**src/sv/srlp_pkg.sv**
```systemverilog
// ----------------------------------------------------------------------------
// Servo reply line parser package
// Widths, character codes, reply tags and the line result type.
// ----------------------------------------------------------------------------
package srlp_pkg;

   localparam int LINE_MAX    = 48;
   localparam int LEN_W       = 6;
   localparam int BYTE_W      = 8;
   localparam int PREFIX_LEN  = 6;
   localparam int PREFIX_IW   = 3;
   localparam int NUM_PARSERS = 3;
   localparam int PARSE_BASE  = 4;
   localparam int TAG_W       = 5;
   localparam int VALUE_W     = 32;
   localparam int ACC_W       = VALUE_W + 3;

   // n / 60 = (n >> 2) / 15, the latter by reciprocal (exact below 2^29 + 1)
   localparam int DIV_IN_W    = VALUE_W - 2;
   localparam int RECIP_W     = 30;
   localparam int RECIP_SHIFT = 33;
   localparam int PROD_W      = DIV_IN_W + RECIP_W;
   localparam logic [RECIP_W-1:0] RECIP_15 = 30'd572662307;

   localparam logic [VALUE_W-1:0] MAG_CAP   = 32'h8000_0000;
   localparam logic [VALUE_W-1:0] VALUE_MAX = 32'h7FFF_FFFF;
   localparam logic [VALUE_W-1:0] VALUE_MIN = 32'h8000_0000;

   localparam logic [BYTE_W-1:0] CHAR_CR    = 8'h0D;
   localparam logic [BYTE_W-1:0] CHAR_TAB   = 8'h09;
   localparam logic [BYTE_W-1:0] CHAR_FF    = 8'h0C;
   localparam logic [BYTE_W-1:0] CHAR_SPACE = 8'h20;
   localparam logic [BYTE_W-1:0] CHAR_PLUS  = 8'h2B;
   localparam logic [BYTE_W-1:0] CHAR_MINUS = 8'h2D;
   localparam logic [BYTE_W-1:0] CHAR_0     = 8'h30;
   localparam logic [BYTE_W-1:0] CHAR_9     = 8'h39;
   localparam logic [BYTE_W-1:0] CHAR_STAR  = 8'h2A;
   localparam logic [BYTE_W-1:0] CHAR_1     = 8'h31;
   localparam logic [BYTE_W-1:0] CHAR_A     = 8'h41;
   localparam logic [BYTE_W-1:0] CHAR_C     = 8'h43;
   localparam logic [BYTE_W-1:0] CHAR_D     = 8'h44;
   localparam logic [BYTE_W-1:0] CHAR_E     = 8'h45;
   localparam logic [BYTE_W-1:0] CHAR_F     = 8'h46;
   localparam logic [BYTE_W-1:0] CHAR_G     = 8'h47;
   localparam logic [BYTE_W-1:0] CHAR_H     = 8'h48;
   localparam logic [BYTE_W-1:0] CHAR_L     = 8'h4C;
   localparam logic [BYTE_W-1:0] CHAR_M     = 8'h4D;
   localparam logic [BYTE_W-1:0] CHAR_Q     = 8'h51;
   localparam logic [BYTE_W-1:0] CHAR_R     = 8'h52;
   localparam logic [BYTE_W-1:0] CHAR_S     = 8'h53;
   localparam logic [BYTE_W-1:0] CHAR_T     = 8'h54;
   localparam logic [BYTE_W-1:0] CHAR_V     = 8'h56;

   localparam logic [TAG_W-1:0] TAG_POSITION  = 5'd0;
   localparam logic [TAG_W-1:0] TAG_SPEED     = 5'd1;
   localparam logic [TAG_W-1:0] TAG_CURRENT   = 5'd2;
   localparam logic [TAG_W-1:0] TAG_VOLTAGE   = 5'd3;
   localparam logic [TAG_W-1:0] TAG_TEMP      = 5'd4;
   localparam logic [TAG_W-1:0] TAG_STATUS    = 5'd5;
   localparam logic [TAG_W-1:0] TAG_STIFF     = 5'd6;
   localparam logic [TAG_W-1:0] TAG_HOLD      = 5'd7;
   localparam logic [TAG_W-1:0] TAG_ACCEL     = 5'd8;
   localparam logic [TAG_W-1:0] TAG_DECEL     = 5'd9;
   localparam logic [TAG_W-1:0] TAG_MAX_SPEED = 5'd10;
   localparam logic [TAG_W-1:0] TAG_LED       = 5'd11;
   localparam logic [TAG_W-1:0] TAG_GYRE      = 5'd12;
   localparam logic [TAG_W-1:0] TAG_RANGE     = 5'd13;
   localparam logic [TAG_W-1:0] TAG_MODEL     = 5'd14;
   localparam logic [TAG_W-1:0] TAG_FIRMWARE  = 5'd15;
   localparam logic [TAG_W-1:0] TAG_UNKNOWN   = 5'd16;

   typedef struct packed {
      logic [TAG_W-1:0]          tag;
      logic signed [VALUE_W-1:0] value;
      logic                      saturated;
   } line_result_type;

endpackage

```
**src/sv/srlp_line_unit.sv**
```systemverilog
// ----------------------------------------------------------------------------
// Servo reply line parser: line unit
// Stores the line prefix, runs three number parsers and decodes the tag at
// carriage return into a registered line result.
// ----------------------------------------------------------------------------
module srlp_line_unit import srlp_pkg::*; (
   input  logic                  clock,
   input  logic                  reset,
   input  logic                  req_valid,
   input  logic [BYTE_W-1:0]     req_rx_byte,
   output logic                  req_stall,
   input  logic                  res_take,
   output logic                  res_valid,
   output line_result_type       res
);

   typedef enum logic [1:0] {PH_SKIP, PH_SIGN, PH_DIGITS, PH_STOP} phase_type;
   typedef enum logic [1:0] {SRC_NONE, SRC_AT4, SRC_AT5, SRC_AT6} src_type;

   typedef struct packed {
      logic [VALUE_W-1:0] accum;
      phase_type          phase;
      logic               negative;
      logic               clamped;
   } parser_type;

   localparam parser_type PARSER_CLEAR = '{accum: '0, phase: PH_SKIP,
                                           negative: 1'b0, clamped: 1'b0};

   function automatic parser_type add_digit(parser_type p, logic [BYTE_W-1:0] c);
      parser_type q;
      logic [ACC_W-1:0] wide;
      q    = p;
      wide = ({3'b000, p.accum} << 3) + ({3'b000, p.accum} << 1)
             + {{(ACC_W-4){1'b0}}, c[3:0]};
      if (!p.clamped) begin
         if (wide > {3'b000, MAG_CAP}) begin
            q.accum   = MAG_CAP;
            q.clamped = 1'b1;
         end else begin
            q.accum = wide[VALUE_W-1:0];
         end
      end
      return q;
   endfunction

   function automatic parser_type feed(parser_type p, logic [BYTE_W-1:0] c);
      parser_type q;
      logic digit;
      q     = p;
      digit = (c >= CHAR_0) && (c <= CHAR_9);
      case (p.phase) inside
         PH_SKIP: begin
            if ((c == CHAR_SPACE) || ((c >= CHAR_TAB) && (c <= CHAR_FF))) begin
               q = p;
            end else if ((c == CHAR_PLUS) || (c == CHAR_MINUS)) begin
               q.negative = (c == CHAR_MINUS);
               q.phase    = PH_SIGN;
            end else if (digit) begin
               q       = add_digit(p, c);
               q.phase = PH_DIGITS;
            end else begin
               q.phase = PH_STOP;
            end
         end
         PH_SIGN, PH_DIGITS: begin
            if (digit) begin
               q       = add_digit(p, c);
               q.phase = PH_DIGITS;
            end else begin
               q.phase = PH_STOP;
            end
         end
         default: q = p;
      endcase
      return q;
   endfunction

   logic [LEN_W-1:0]  len_ff, len_in;
   logic [BYTE_W-1:0] prefix_ff [PREFIX_LEN];
   logic              prefix_we;
   parser_type        parser_ff [NUM_PARSERS];
   parser_type        parser_in [NUM_PARSERS];
   logic              res_valid_ff, res_valid_in;
   line_result_type   res_ff, res_in;

   logic              accept, is_cr, room;
   logic [BYTE_W-1:0] ch [PREFIX_LEN];
   logic              base;
   src_type           src;
   parser_type        sel;

   assign req_stall = res_valid_ff && !res_take;
   assign accept    = req_valid && !req_stall;
   assign is_cr     = (req_rx_byte == CHAR_CR);
   assign room      = (len_ff < LEN_W'(LINE_MAX - 1));
   assign prefix_we = accept && !is_cr && room && (len_ff < LEN_W'(PREFIX_LEN));

   // bytes beyond the stored length read as NUL
   always_comb begin
      for (int i = 0; i < PREFIX_LEN; i++) begin
         ch[i] = (LEN_W'(i) < len_ff) ? prefix_ff[i] : '0;
      end
   end

   assign base = (ch[0] == CHAR_STAR) && (ch[1] == CHAR_1) && (ch[2] == CHAR_Q);

   // longer tags ahead of shorter ones sharing a prefix
   always_comb begin
      res_in.tag = TAG_UNKNOWN;
      src        = SRC_NONE;
      if (base && ch[3] == CHAR_D) begin
         res_in.tag = TAG_POSITION;   src = SRC_AT4;
      end else if (base && ch[3] == CHAR_S && ch[4] == CHAR_D) begin
         res_in.tag = TAG_MAX_SPEED;  src = SRC_AT5;
      end else if (base && ch[3] == CHAR_S) begin
         res_in.tag = TAG_SPEED;      src = SRC_AT4;
      end else if (base && ch[3] == CHAR_C) begin
         res_in.tag = TAG_CURRENT;    src = SRC_AT4;
      end else if (base && ch[3] == CHAR_V) begin
         res_in.tag = TAG_VOLTAGE;    src = SRC_AT4;
      end else if (base && ch[3] == CHAR_T) begin
         res_in.tag = TAG_TEMP;       src = SRC_AT4;
      end else if (base && ch[3] >= CHAR_0 && ch[3] <= CHAR_9) begin
         res_in.tag = TAG_STATUS;
      end else if (base && ch[3] == CHAR_A && ch[4] == CHAR_S) begin
         res_in.tag = TAG_STIFF;      src = SRC_AT5;
      end else if (base && ch[3] == CHAR_A && ch[4] == CHAR_H) begin
         res_in.tag = TAG_HOLD;       src = SRC_AT5;
      end else if (base && ch[3] == CHAR_A && ch[4] == CHAR_A) begin
         res_in.tag = TAG_ACCEL;      src = SRC_AT5;
      end else if (base && ch[3] == CHAR_A && ch[4] == CHAR_D) begin
         res_in.tag = TAG_DECEL;      src = SRC_AT5;
      end else if (base && ch[3] == CHAR_L && ch[4] == CHAR_E && ch[5] == CHAR_D) begin
         res_in.tag = TAG_LED;        src = SRC_AT6;
      end else if (base && ch[3] == CHAR_G) begin
         res_in.tag = TAG_GYRE;       src = SRC_AT4;
      end else if (base && ch[3] == CHAR_A && ch[4] == CHAR_R) begin
         res_in.tag = TAG_RANGE;      src = SRC_AT5;
      end else if (base && ch[3] == CHAR_M && ch[4] == CHAR_S) begin
         res_in.tag = TAG_MODEL;
      end else if (base && ch[3] == CHAR_F) begin
         res_in.tag = TAG_FIRMWARE;
      end

      unique case (src)
         SRC_AT4: sel = parser_ff[0];
         SRC_AT5: sel = parser_ff[1];
         SRC_AT6: sel = parser_ff[2];
         default: sel = PARSER_CLEAR;
      endcase
      res_in.value     = '0;
      res_in.saturated = 1'b0;
      if (res_in.tag == TAG_STATUS) begin
         res_in.value = {{(VALUE_W-4){1'b0}}, ch[3][3:0]};
      end else if (src != SRC_NONE) begin
         if (sel.negative) begin
            res_in.value     = -sel.accum;
            res_in.saturated = sel.clamped;
         end else if (sel.accum[VALUE_W-1]) begin
            res_in.value     = VALUE_MAX;
            res_in.saturated = 1'b1;
         end else begin
            res_in.value = sel.accum;
         end
      end
   end

   always_comb begin
      len_in = len_ff;
      for (int k = 0; k < NUM_PARSERS; k++) begin
         parser_in[k] = parser_ff[k];
      end
      if (accept && is_cr) begin
         len_in = '0;
         for (int k = 0; k < NUM_PARSERS; k++) begin
            parser_in[k] = PARSER_CLEAR;
         end
      end else if (accept && room) begin
         len_in = len_ff + LEN_W'(1);
         for (int k = 0; k < NUM_PARSERS; k++) begin
            if (len_ff >= LEN_W'(PARSE_BASE + k)) begin
               parser_in[k] = feed(parser_ff[k], req_rx_byte);
            end
         end
      end
      if (accept && is_cr) begin
         res_valid_in = 1'b1;
      end else if (res_take) begin
         res_valid_in = 1'b0;
      end else begin
         res_valid_in = res_valid_ff;
      end
   end

   always_ff @(posedge clock) begin
      if (reset) begin
         len_ff       <= '0;
         res_valid_ff <= 1'b0;
         for (int k = 0; k < NUM_PARSERS; k++) begin
            parser_ff[k] <= PARSER_CLEAR;
         end
      end else begin
         len_ff       <= len_in;
         res_valid_ff <= res_valid_in;
         for (int k = 0; k < NUM_PARSERS; k++) begin
            parser_ff[k] <= parser_in[k];
         end
      end
   end

   always_ff @(posedge clock) begin
      if (prefix_we) begin
         prefix_ff[len_ff[PREFIX_IW-1:0]] <= req_rx_byte;
      end
      if (accept && is_cr) begin
         res_ff <= res_in;
      end
   end

   assign res_valid = res_valid_ff;
   assign res       = res_ff;

endmodule

```
**src/sv/srlp_scale_unit.sv**
```systemverilog
// ----------------------------------------------------------------------------
// Servo reply line parser: scale unit
// Divides speed replies by 60 and holds the result item for the receiver.
// ----------------------------------------------------------------------------
module srlp_scale_unit import srlp_pkg::*; (
   input  logic                      clock,
   input  logic                      reset,
   input  logic                      res_valid,
   input  line_result_type           res,
   output logic                      res_take,
   output logic                      rsp_valid,
   input  logic                      rsp_stall,
   output logic [TAG_W-1:0]          rsp_reply_tag,
   output logic signed [VALUE_W-1:0] rsp_reply_value,
   output logic                      rsp_value_saturated
);

   logic                      rsp_valid_ff, rsp_valid_in;
   line_result_type           out_ff, out_in;

   logic                      neg;
   logic [VALUE_W-1:0]        mag;
   logic [PROD_W-1:0]         prod;
   logic [VALUE_W-1:0]        quot;

   assign res_take = res_valid && (!rsp_valid_ff || !rsp_stall);

   // truncation toward zero: divide the magnitude, restore the sign
   assign neg  = res.value[VALUE_W-1];
   assign mag  = neg ? (~res.value + VALUE_W'(1)) : res.value;
   assign prod = {{RECIP_W{1'b0}}, mag[VALUE_W-1:2]} * {{DIV_IN_W{1'b0}}, RECIP_15};
   assign quot = VALUE_W'(prod >> RECIP_SHIFT);

   always_comb begin
      out_in = res;
      if (res.tag == TAG_SPEED) begin
         out_in.value = neg ? -quot : quot;
      end
      if (res_take) begin
         rsp_valid_in = 1'b1;
      end else if (!rsp_stall) begin
         rsp_valid_in = 1'b0;
      end else begin
         rsp_valid_in = rsp_valid_ff;
      end
   end

   always_ff @(posedge clock) begin
      if (reset) begin
         rsp_valid_ff <= 1'b0;
      end else begin
         rsp_valid_ff <= rsp_valid_in;
      end
   end

   always_ff @(posedge clock) begin
      if (res_take) begin
         out_ff <= out_in;
      end
   end

   assign rsp_valid           = rsp_valid_ff;
   assign rsp_reply_tag       = out_ff.tag;
   assign rsp_reply_value     = out_ff.value;
   assign rsp_value_saturated = out_ff.saturated;

endmodule

```
**src/sv/servo_reply_line_parser_unit.sv**
```systemverilog
// ----------------------------------------------------------------------------
// Servo reply line parser
// Byte-wide reply stream in, one decoded reply item out per line.
// ----------------------------------------------------------------------------
// Usage:
//   req_ channel: one received byte per item (req_rx_byte). Any byte but a
//   carriage return updates the line state and gives no result; a carriage
//   return closes the line and gives exactly one rsp_ item (tag, value,
//   saturation flag), after which the line state starts afresh.
//   Bytes after the 47th of a line are dropped.
//   Throughput: one byte per cycle while req_stall is low; set by the
//   line state update (prefix store plus three shift-add number parsers).
//   After the carriage return is accepted, the result item passes the line
//   result register, then the divide by 60 stage into the output register,
//   and then shows on rsp_valid.
//   A stalled result holds on rsp_; bytes keep being taken while one result
//   waits there. req_stall rises only when both result registers are full
//   and rsp_stall is high.
//   Reset (synchronous, active high) empties both result registers and
//   starts a fresh line; no clearing pass is needed.
// ----------------------------------------------------------------------------
module servo_reply_line_parser_unit import srlp_pkg::*; (
   input  logic                      clock,
   input  logic                      reset,
   input  logic                      req_valid,
   output logic                      req_stall,
   input  logic [BYTE_W-1:0]         req_rx_byte,
   output logic                      rsp_valid,
   input  logic                      rsp_stall,
   output logic [TAG_W-1:0]          rsp_reply_tag,
   output logic signed [VALUE_W-1:0] rsp_reply_value,
   output logic                      rsp_value_saturated
);

   logic            res_valid;
   logic            res_take;
   line_result_type res;

   srlp_line_unit u_line (
      .clock       (clock),
      .reset       (reset),
      .req_valid   (req_valid),
      .req_rx_byte (req_rx_byte),
      .req_stall   (req_stall),
      .res_take    (res_take),
      .res_valid   (res_valid),
      .res         (res)
   );

   srlp_scale_unit u_scale (
      .clock               (clock),
      .reset               (reset),
      .res_valid           (res_valid),
      .res                 (res),
      .res_take            (res_take),
      .rsp_valid           (rsp_valid),
      .rsp_stall           (rsp_stall),
      .rsp_reply_tag       (rsp_reply_tag),
      .rsp_reply_value     (rsp_reply_value),
      .rsp_value_saturated (rsp_value_saturated)
   );

endmodule

```
**config.mk**
```make
export PLATFORM = sky130hd
export DESIGN_NAME = servo_reply_line_parser_unit
export DESIGN_NICKNAME = d
export VERILOG_FILES = /design/src/sv/srlp_pkg.sv /design/src/sv/srlp_line_unit.sv /design/src/sv/srlp_scale_unit.sv /design/src/sv/servo_reply_line_parser_unit.sv
export SDC_FILE = /design/constraint.sdc
export NUM_CORES = 1
export LEC_CHECK = 0
export BUFFER_PORTS_ARGS = -buffer_cell sky130_fd_sc_hd__buf_2
export CAP_MARGIN = 40
export CELL_PAD_IN_SITES_DETAIL_PLACEMENT = 1
export CELL_PAD_IN_SITES_GLOBAL_PLACEMENT = 2
export CORE_UTILIZATION = 38
export CTS_CLUSTER_DIAMETER = 50
export DETAILED_ROUTE_END_ITERATION = 10
export PLACE_DENSITY = 0.91
export SLEW_MARGIN = 20
export SYNTH_ARGS = -nofsm -noshare
export SYNTH_HDL_FRONTEND = slang
export SYNTH_SLANG_ARGS = --single-unit
```
**constraint.sdc**
```tcl
create_clock -name clock -period 10.2 [get_ports clock]
set_clock_uncertainty 0.1 [all_clocks]
set_input_delay 2.04 -clock clock [delete_from_list [all_inputs] [get_ports clock]]
set_output_delay 2.04 -clock clock [all_outputs]
set_load 0.02 [all_outputs]
```
# Word level (Yosys, flattened, before mapping)
# Memory sizes are Yosys's and may differ from the RTL's.
# Cells that the tools add are included.
totals:
  register_bits: 84
  mem_bits_rw: 156
  in_bits: 12
  out_inout_bits: 40
  word_cells: 234
  mem_count: 2
mem_list:
  columns: ["name", "words", "width", "rd", "rd_clocked_by_memory_dff", "write_ports", "line_no", "text"]
  rows:
  - ["u_line.parser_ff", 3, 36, 3, 0, 3, "srlp_line_unit.sv:82", "parser_type parser_ff [NUM_PARSERS];"]
  - ["u_line.prefix_ff", 6, 8, 6, 0, 1, "srlp_line_unit.sv:80", "logic [BYTE_W-1:0] prefix_ff [PREFIX_LEN];"]
op_classes:
  add_sub_neg: 10
  n_mul: 1
  magnitude_cmp: 20
  n_eq_ne: 36
  mux: 99
  n_bitwise: 5
  reduce_logical: 51
ops:
  columns: ["op", "n"]
  rows:
  - ["$mux 36", 15]
  - ["$mux 32", 15]
  - ["$mux 108", 2]
  - ["$eq 8x7->1 const B", 18]
  - ["$pmux 36 s3", 1]
  - ["$add 35x33->35", 3]
  - ["$add 35x4->35", 3]
  - ["$gt 35x32->1 const B", 3]
  - ["$mux 5", 17]
  - ["$mul 30x30->60 const B", 1]
  - ["$mux 8", 6]
  - ["$eq 8x6->1 const B", 5]
  - ["$logic_and 1x1->1", 33]
  - ["$mux 33", 1]
  - ["$add 32x2->32 const B", 1]
  - ["$neg 27->32", 1]
  - ["$neg 32->32", 1]
  - ["$not 32->32", 1]
  - ["$mux 31", 1]
  - ["$mux 2", 14]
  - ["$mux 1", 23]
  - ["$ge 6x3->1 const B", 3]
  - ["$ge 8x6->1 const B", 2]
  - ["$le 8x6->1 const B", 2]
  - ["23 further kinds", 50]

# Longest topological paths before layout
logic_depth:
  word_depth: 27
  ltp_mapped: 38
  depth_no_buf: 36

# By module
# Synthesis repeated with hierarchy kept, for this count alone.
hier_totals:
  hier_cells: 3341
  hier_area_um2: 29459.5
modules_own_cells:
  columns: ["mod", "instances", "cells_per_inst", "area_per_inst_um2", "seq_area_each_um2"]
  rows:
  - ["srlp_line_unit", 1, 1818, 16224.3, 4884.7]
  - ["srlp_scale_unit", 1, 1523, 13235.2, 1161.1]

# Worst setup path before layout
# No wires, ideal clock.
synth_timing:
  kind: "reg-to-reg"
  from: "register u_line.res_ff (netlist bit u_line.res[1])"
  to: "register u_scale.out_ff (netlist bit u_scale.rsp_reply_value[28]), data pin"
  arrival_time_ps: 10798
  t_required_ps: 9832
  slack_ps: -966
  stages_incl_launch_ff: 34
  path_cell_list: "edfxtp_1 -> or4_4 -> nor4b_4 -> or4b_4 -> or4_4 -> or3_4 -> nor3_4 -> nand2_2 -> or3_4 -> or3_4 -> or4_4 -> or4_4 -> inv_2 -> ha_1 -> ha_1 -> fa_1 -> fa_1 -> fa_1 -> inv_1 -> fa_1 -> inv_1 -> ha_1 -> nand4_1 -> nor4_1 -> nand3_1 -> or3b_2 -> a21boi_1 -> o211ai_1 -> or3b_2 -> or3_1 -> clkbuf_1 -> or2_2 -> o311ai_1 -> nand2_1"
synth_rtl:
  columns: ["item", "line_no", "text"]
  rows:
  - ["start: declaration", "srlp_line_unit.sv:85", "line_result_type res_ff, res_in;"]
  - ["start signal: assignment", "srlp_line_unit.sv:217", "res_ff <= res_in;"]
  - ["end signal: assignment", "srlp_scale_unit.sv:58", "out_ff <= out_in;"]
  - ["end: declaration", "srlp_scale_unit.sv:19", "line_result_type out_ff, out_in;"]

==> results.md <==
| Item | Reported | Unit |
| --- | --- | --- |
| Result of the run | complete, but fails checks | - |
| Failing checks | negative setup slack | - |
| Number of nets at the end of the flow | 4147 | - |
| Number of synthesized register bits | 240 | - |
| Psw | 0.799 | mW |
| N_diodes | 0 | - |
| Initial detailed-routing violation count | 1638 | - |
| Fraction of synthesized cell area taken by the top area cell type | 0.211 | - |
| Number of distinct standard cells referenced by the synthesized netlist | 87 | - |
| Clock network fraction of total power | 0.440 | - |
| Half-perimeter wire length after detailed placement | 84900 | µm |
| Fraction of power consumed by sequential logic | 0.372 | - |
| Clock slew at reported path FFs | 60 | ps |
| Cell type of the slowest stage on the worst timing path | or4_4 | - |
| Clock insertion delay at the later pin of the skew report | 560 | ps |
| Period utilization | 1.08 | - |
| Place WS | -855 | ps |
| Maximum capacitance violations | 0 | - |
| Via count of the first global-routing pass | 27854 | - |
| Maximum number of pins on one net before global-route repair | 59 | - |
| Post-Synthesis Cells | 3235 | - |
| Ratio of routed vias to standard cells | 5.88 | - |
| # IOs | 52 | - |
| Worst Path Max Fanout | 3 | - |
| Cts bufs inserted | 34 | - |
| Area of the mapped netlist | 28500 | µm² |
| Worst-Margin Slew | 924 | ps |
| Maximum level of the CTS H-tree | 2 | - |
| Most common cell after layout, fill and taps aside | ha_1 | - |
| Unrepaired setup endpoints after global routing | yes | - |
| Number of endpoints with negative hold slack in the final report | 0 | - |
| Final RePlAce weighted congestion | 0.969 | - |
| Endpoint type of the worst setup path | flop | - |
| Detail Route Antenna Nets | 0 | - |
| Top cell family by delay on the critical path | simple AND/OR/NAND/NOR gates | - |
| Y dimension of the die | 276 | µm |
| Worst min path class | reg -> reg | - |
| Cell Pwr Density | 82.0 | nW/µm² |
| Gr ovfl total | 0 | - |
| Power after layout | 2.74 | mW |
| First-pass GRT wire length | 161000 | µm |
| Crit path setup slack, layout | -862 | ps |
| Average wire length per cell after detail routing | 23.3 | µm |
| Clock tree from TritonCTS | done | - |
| Number of port buffers | 51 | - |
| Total DRC errors in the routed layout | 0 | - |
| Most frequent cells in the layout | 475 x ha_1, 320 x inv_1, 310 x nand2_1 | - |
| Critical path start-end classification | reg -> reg | - |
| Clock root buffer master | clkbuf_16 | - |
| Final routed wirelength across all metal layers | 105000 | µm |
| Count of clock tree sinks | 240 | - |
| Total vias in the final route | 26387 | - |
| Maximum root-to-sink buffer count | 3 | - |
| Post-synthesis area per instance | 8.80 | µm² |
| Req. time, crit path | 10380 | ps |
| Yosys warns | 0 | - |
| Number of enable-type register cells in the synthesized netlist | 124 | - |
| Overall fraction of global-route tracks in use | 0.273 | - |
| P_int | 1.94 | mW |
| Fraction of layout instances using a drive strength above 1 | 0.146 | - |
| Sum of buffers and inverters on the critical path | 9 | - |
| Post-synth top area cell | ha_1 | - |
| Worst R2R Setup Slack | -860 | ps |
| Signed area change from the synthesized netlist to the final layout | 17.5 | % |
| Hold_ws | 342 | ps |
| Worst Path Arrival | 11250 | ps |
| Relative max-transition margin | 0.380 | - |
| Sequential area share after synthesis | 0.212 | - |
| Sw Share | 0.291 | - |
| Fraction of power consumed by combinational cells | 0.188 | - |
| Width of the die | 276 | µm |
| Number of antenna violations at the first check in global routing | 1 | - |
| Cts-stage hold buffer count | 0 | - |
| Upper clock frequency limit | 90.4 | MHz |
| Peak ir drop on the vdd network | 0.127 | mV |
| Minimum clock period after layout | 11060 | ps |
| Router iterations before antenna repair | 5 | - |
| Row cnt | 99 | - |
| Top post-synthesis cells by area | ha_1 21%, edfxtp_1 13%, fa_1 11%, dfxtp_1 8.2%, inv_1 4.3% | - |
| Die ar. | 76000 | µm² |
| Slowest stage delay, CP | 570 | ps |
| Core Footprint | 73600 | µm² |
| Top flip-flop cell by instance count after synthesis | edfxtp_1 | - |
| Effective utilization at floorplan | 0.387 | - |
| Cell leakage power | 15.6 | nW |
| Number of nets in the synthesized netlist | 3880 | - |
| Final number of max-transition violations | 0 | - |
| FFs w/ async S/R, synth | 0 | - |
| Worst setup SP type | flop | - |
| Setup-failing EPs final | 26 | - |
final cells by class:
class | count | area, µm²
clock buffer | 45 | 963
clock inverter | 16 | 170
fill | 8675 | 40100
inverter | 326 | 1230
multi-input combinational | 2576 | 21400
sequential | 240 | 6050
tap | 959 | 1200
timing repair buffer | 324 | 2410
cells in the mapped netlist (8+ instances only):
cell      count
fa_1        153
mux2i_1       9
xnor2_1     113
a21o_1       63
a22oi_1      19
or2_2        20
nand4_1      52
nand3_1      67
nor4_1       28
o31ai_1      49
and2_1       26
dfxtp_1     116
nor2_1      159
a222oi_1     12
xor2_1       75
or4_1         9
and4_1        8
nor2b_1       9
o21ai_0     227
nor3b_1      13
a31oi_1      33
a22o_1        8
nand2_1     312
a211oi_1     27
a21oi_1     180
nand2b_1     34
o211ai_1     23
nor3_1       61
or3_1        23
o41ai_1      12
o21a_1       25
inv_1       325
nor4b_1      11
edfxtp_1    124
clkbuf_1     91
o21bai_1     18
a221o_1      19
ha_1        480
a211o_1      10
a31o_2        9
and3_1       47
metrics by stage:
step | instance area [µm²] | TNS, ps | cells | util
2_1_floorplan | 28700 | -7050 | 3235 | -
6_report | 33500 | -15550 | 4486 | 0.455
3_3_place_gp | 31700 | -9830 | 4386 | 0.430
3_5_place_dp | 31800 | -16140 | 4398 | 0.432
4_1_cts | 33200 | -11900 | 4477 | 0.451
5_1_grt | 33500 | -22800 | 4486 | 0.455
layer usage:
layer,routed length [µm],global-route usage,part of all wire,up-vias
met1,43600,0.332,0.42,13103
li1,-,-,-,12298
met4,5560,0.131,0.053,0
met2,49900,0.470,0.48,744
met3,5580,0.0398,0.053,242
met5,0,0,0,-
path summary, 6_finish.rpt:
check / from / to / cells past startpoint
min reg2reg: u_line.res[36]$_DFFE_PP_ / u_scale.rsp_reply_tag[3]$_DFFE_PP_ / 0
min: u_line.res[36]$_DFFE_PP_ / u_scale.rsp_reply_tag[3]$_DFFE_PP_ / 0
max reg2reg: u_line.res[2]$_DFFE_PP_ / u_scale.rsp_reply_value[26]$_DFFE_PP_ / 39
max: u_line.res[2]$_DFFE_PP_ / u_scale.rsp_reply_value[26]$_DFFE_PP_ / 39
flip-flops by register name, indices dropped and copies added (netlist names):
signal,count
u_scale.rsp_value_saturated,1
u_line.prefix_ff,48
u_scale.rsp_reply_value,32
u_line.res,38
u_line.parser_ff,108
u_line.res_valid,1
u_scale.rsp_valid,1
u_line.len_ff,6
u_scale.rsp_reply_tag,5
power groups by stage:
stage | Sequential [mW] | Clock [mW] | Combinational (mW)
floorplan | 1.04 | 0 | 0.252
global placement | 1.04 | 0 | 0.455
detailed placement | 1.04 | 0 | 0.469
CTS | 1.02 | 1.21 | 0.488
global route | 1.02 | 1.25 | 0.557
finish | 1.02 | 1.21 | 0.515
logic make-up (layout without fill, tap and decap cells):
family,count (synthesis),after routing,synth area share
adders and majority gates,633,633,0.319
DFF,240,240,0.212
and+or+nand+nor,928,928,0.166
muxes,10,10,0.00356
xor gates and xnor gates,188,188,0.0578
AOI/OAI and AO/OA,817,817,0.187
buffers and inverters,419,711,0.0553
timing repair:
action,in CTS,in global routing
gates cloned,0,0
pin swaps,40,28
setup endpoints to repair,26,29
setup buffers,18,6
gates resized for setup,45,40
(Power assumes the default switching activity.)
